===== config.mk =====
export PLATFORM = sky130hd
export DESIGN_NAME = pls_cell
export DESIGN_NICKNAME = d
export VERILOG_FILES = /design/src/rtl/core/pls_pkg.sv /design/src/rtl/core/pls_cell.sv
export SDC_FILE = /design/constraint.sdc
export NUM_CORES = 1
export LEC_CHECK = 0
export BUFFER_PORTS_ARGS = -buffer_cell sky130_fd_sc_hd__buf_2
export CORE_UTILIZATION = 39
export DETAILED_ROUTE_END_ITERATION = 6
export PLACE_DENSITY = 0.86
export SLEW_MARGIN = 20
export SYNTH_ARGS = -nofsm -noshare
export SYNTH_HDL_FRONTEND = slang
export SYNTH_SLANG_ARGS = --single-unit

===== constraint.sdc =====
create_clock -name clk_i -period 2.93 [get_ports clk_i]
set_input_delay 0.293 -clock clk_i [delete_from_list [all_inputs] [get_ports clk_i]]
set_output_delay 0.293 -clock clk_i [all_outputs]
set_load 0.1 [all_outputs]

===== src/rtl/core/pls_pkg.sv =====
`timescale 1ns / 1ps
`default_nettype none

package pls_pkg;

  localparam int PLS_DEPTH      = 64;
  localparam int PLS_VALUE_BITS = 32;

  localparam int OP_W     = 2;
  localparam int POS_W    = 7;
  localparam int DATA_W   = 32;
  localparam int STATUS_W = 2;
  localparam int COUNT_W  = 7;

  typedef enum logic [OP_W-1:0] {
    OP_INSERT = 2'd0,
    OP_REMOVE = 2'd1,
    OP_EDIT   = 2'd2,
    OP_READ   = 2'd3
  } op_e;

  typedef enum logic [STATUS_W-1:0] {
    ST_OK    = 2'd0,
    ST_RANGE = 2'd1,
    ST_KEPT  = 2'd2,
    ST_FULL  = 2'd3
  } status_e;

  typedef enum logic [1:0] {
    ACT_HOLD,
    ACT_INSERT,
    ACT_REMOVE,
    ACT_WRITE
  } cell_act_e;

  typedef struct packed {
    cell_act_e act;
    logic      rd;
  } cell_cmd_t;

endpackage

`default_nettype wire


===== src/rtl/core/pls_cell.sv =====
`timescale 1ns / 1ps
`default_nettype none

module pls_cell #(
  parameter int unsigned VALUE_BITS = 32,
  parameter int unsigned IDX_W      = 6,
  parameter int unsigned IDX        = 0
) (
  input  wire                   clk_i,
  input  pls_pkg::cell_cmd_t    cmd_i,
  input  wire [IDX_W-1:0]       target_i,
  input  wire [VALUE_BITS-1:0]  wval_i,
  input  wire [VALUE_BITS-1:0]  left_i,
  input  wire [VALUE_BITS-1:0]  right_i,
  output logic [VALUE_BITS-1:0] value_o,
  output logic [VALUE_BITS-1:0] read_o
);
  import pls_pkg::*;

  logic [VALUE_BITS-1:0] value_q, value_d;
  logic                  hit, above;

  assign hit   = (target_i == IDX_W'(IDX));
  assign above = (target_i < IDX_W'(IDX));

  always_comb begin
    value_d = value_q;
    case (cmd_i.act)
      ACT_INSERT: begin
        if (hit) begin
          value_d = wval_i;
        end else if (above) begin
          value_d = left_i;
        end
      end
      ACT_REMOVE: begin
        if (hit || above) begin
          value_d = right_i;
        end
      end
      ACT_WRITE: begin
        if (hit) begin
          value_d = wval_i;
        end
      end
      default: value_d = value_q;
    endcase
  end

  always_ff @(posedge clk_i) begin
    value_q <= value_d;
  end

  assign value_o = value_q;
  assign read_o  = (cmd_i.rd && hit) ? value_q : '0;

endmodule

`default_nettype wire


==> results.yml <==
clock_network:
  htree_levels: 2
  cts_tree: "done"
  clk_transition_reported_paths_ns: 0.06
  cts_buffers: 5
  cts_hold_buffers: 0
  cts.sink_count: 32
  cts_setup_buffers: 0
  post_cts_resized: 0
  cts_buffer_depth: 2
  root_buffer: "clkbuf_8"
min_path:
  worstHoldPathCells: 2
  hp-start: "wval_i[27]"
  hold_end: "value_o[27]$_DFFE_PP_"
  hp-class: "in -> reg"
global_route:
  grt_pass1_vias: 1341
  grt_usage_pct: 19.5
  grt_overflow: 0
  grt_pass1_wl_mm: 6.36
  grt_max_degree: 34
  grt_antenna_before_repair: 0
synth:
  syn-cell-area_um2: 1720
  synth-simple-area-share_pct: 18.0
  synth_fa_ha_area_share_pct: 0
  synth_area_leaders: "edfxtp_1 (56%), mux2_2 (21%), and4_1 (15%)"
  yosysWarnings: 0
  synth_top_family_by_area: "multiplexers"
  synth-compound-area-share_pct: 0.583
  synth_top_area_share_pct: 56.0
  yosysTopAreaCell: "edfxtp_1"
  synth_xor_area_share_pct: 0
  synthTopCellsByCount: "edfxtp_1 (32), mux2_2 (32), and4_1 (29)"
  synthCells: 112
  synth-seq-cells: 32
  synth_nets: 218
  ys_types: 10
  yosys_most_used_dff: "edfxtp_1"
  async_flop_share_pct: 0
  synth_seq_area_share_pct: 56.0
  synth_edf_count: 32
  synth.area.mux_share_pct: 21.0
  syn_avg_cell_area_um2: 15.3
critical_path:
  critPathRequiredTime_ns: 2.64
  cp-end-kind: "output pin"
  cp-start-kind: "input pin"
  worstPathCellList: "buf_2, nor4_4, buf_4, and4_2, buf_2"
  cpPeakStageDelay_ns: 0.42
  cp_num_buf_inv: 3
  crit_slowest_cell: "buf_2"
  criticalPathCategory: "in -> out"
  crit_family: "buffers and inverters"
  crit_arrival_ns: 1.63
  cpMostUsedCell: "buf_2"
  path_max_fanout: 33
layout:
  largest_reg_flops: 32
  syn_to_final_growth_pct: 45.8
  stdcell_count: 298
  num-fill-cells: 360
  multi_input_area_um2: 679
  area.sequential_um2: 961
  layout-drive-gt1-share_pct: 73.8
  final_cell_area_um2: 2500
  nets: 354
  antennaDiodeCount: 0
route:
  post_drt_wl_per_cell_um: 14.9
  route.detailed.drc: 0
  via_count: 1497
  route.met2.wl_mm: 2.42
  met1_length_mm: 1.65
  drtPass1Iterations: 4
  drtIter0Drc: 39
  via_per_inst: 5.02
  routed.top_layer: "met4"
  wirelength_mm: 4.45
  ant_nets: 0
  dr_wl_met3_um: 329
sta:
  setup_viol: 0
  min_period_over_period_pct: 65.5
  finalHoldViolations: 0
  relSlewSlack_pct: 66.8
  fmax_ghz: 0.521
  setup_ws_ns: 1.01
  rsz0062_at_grt: "no"
  tightest_slew_ns: 0.502
  drv_slew: 0
  min_period_ns: 1.92
  tns_ns: 0
floorplanning:
  initial_core_util_pct: 41.7
  die_w_um: 68.3
  dieArea_um2: 4670
  dieHeight_um: 68.3
  row_count: 23
  ios: 170
  core_um2: 4120
power:
  intPower_w: 0.000741
  p_sw_w: 0.000228
  netSwitchingFraction_pct: 23.5
  comb_power_share_pct: 16.4
  total_power_w: 0.000968
  seqPwrFrac_pct: 53.1
  p_leak_nw: 1.20
  ir_drop_mv: 0.278
  p_per_area_nw_per_um2: 387
  p_clk_share_pct: 30.5
job:
  cap_violations: 0
place:
  post-place-cells: 291
  globalplace.congestion: 0.739
  place_area_um2: 2430
  io_buffers: 137
  dp_slack_ns: 1.00
  hpwl_mm: 3.53
outcome:
  status: "finished, final reports clean"
how the worst max path moves through the flow:
stage | from | to | slack (ns) | depth (start not counted)
3_3_place_gp | target_i[1] | value_o[13]$_DFFE_PP_ | 1.03 | 5
6_report | target_i[1] | read_o[31] | 1.01 | 5
3_5_place_dp | target_i[1] | value_o[7]$_DFFE_PP_ | 1.00 | 5
5_1_grt | target_i[1] | read_o[0] | 0.92 | 5
2_1_floorplan | value_o[10]$_DFFE_PP_ | read_o[10] | 0.76 | 1
4_1_cts | target_i[1] | read_o[31] | 1.02 | 5
power by group through the flow:
stage          sequential, W  clock, W  combinational [W]
2_1_floorplan       0.000553         0          0.0000685
3_3_place_gp        0.000524         0           0.000155
3_5_place_dp        0.000524         0           0.000159
4_1_cts             0.000514  0.000306           0.000160
5_1_grt             0.000514  0.000329           0.000171
6_report            0.000514  0.000296           0.000158
cell families (layout without fill, tap and decap cells):
family | count (synthesis) | count (layout)
AO/OA/AOI/OAI | 1 | 1
buffers and inverters | 13 | 149
flip-flops | 32 | 32
multiplexers | 32 | 32
AND/OR/NAND/NOR | 34 | 34
area by class of cell:
type                            instances  area share (%)
Sequential cell                        32            38.4
Tap cell                               50            2.50
Clock inverter                          2           0.300
Multi-Input combinational cell         67            27.2
Clock buffer                            5            2.75
Timing Repair Buffer                  142            28.9
layer usage:
layer  GRT usage (%)  vias to the layer above
met4            4.69                        0
met2            38.5                       78
li1                -                      729
met3            6.67                        4
met1            18.9                      686
met5               0                        -
cells in the final DEF (no fill, tap or decap):
cell type	count
buf_2	137
mux2_2	32
edfxtp_1	32
and4_1	29
clkbuf_8	5
buf_4	5
and4_2	3
clkinv_1	2
nor4_4	1
nor2_1	1
o211a_1	1
through the flow:
stage | hold WS (ns) | utilization [%]
2_1_floorplan | 0.513 | -
3_3_place_gp | 0.595 | 59.0
3_5_place_dp | 0.597 | 59.0
4_1_cts | 0.310 | 60.8
5_1_grt | 0.305 | 60.8
6_report | 0.319 | 60.8
Note: power is estimated with default switching activity, not from simulation.
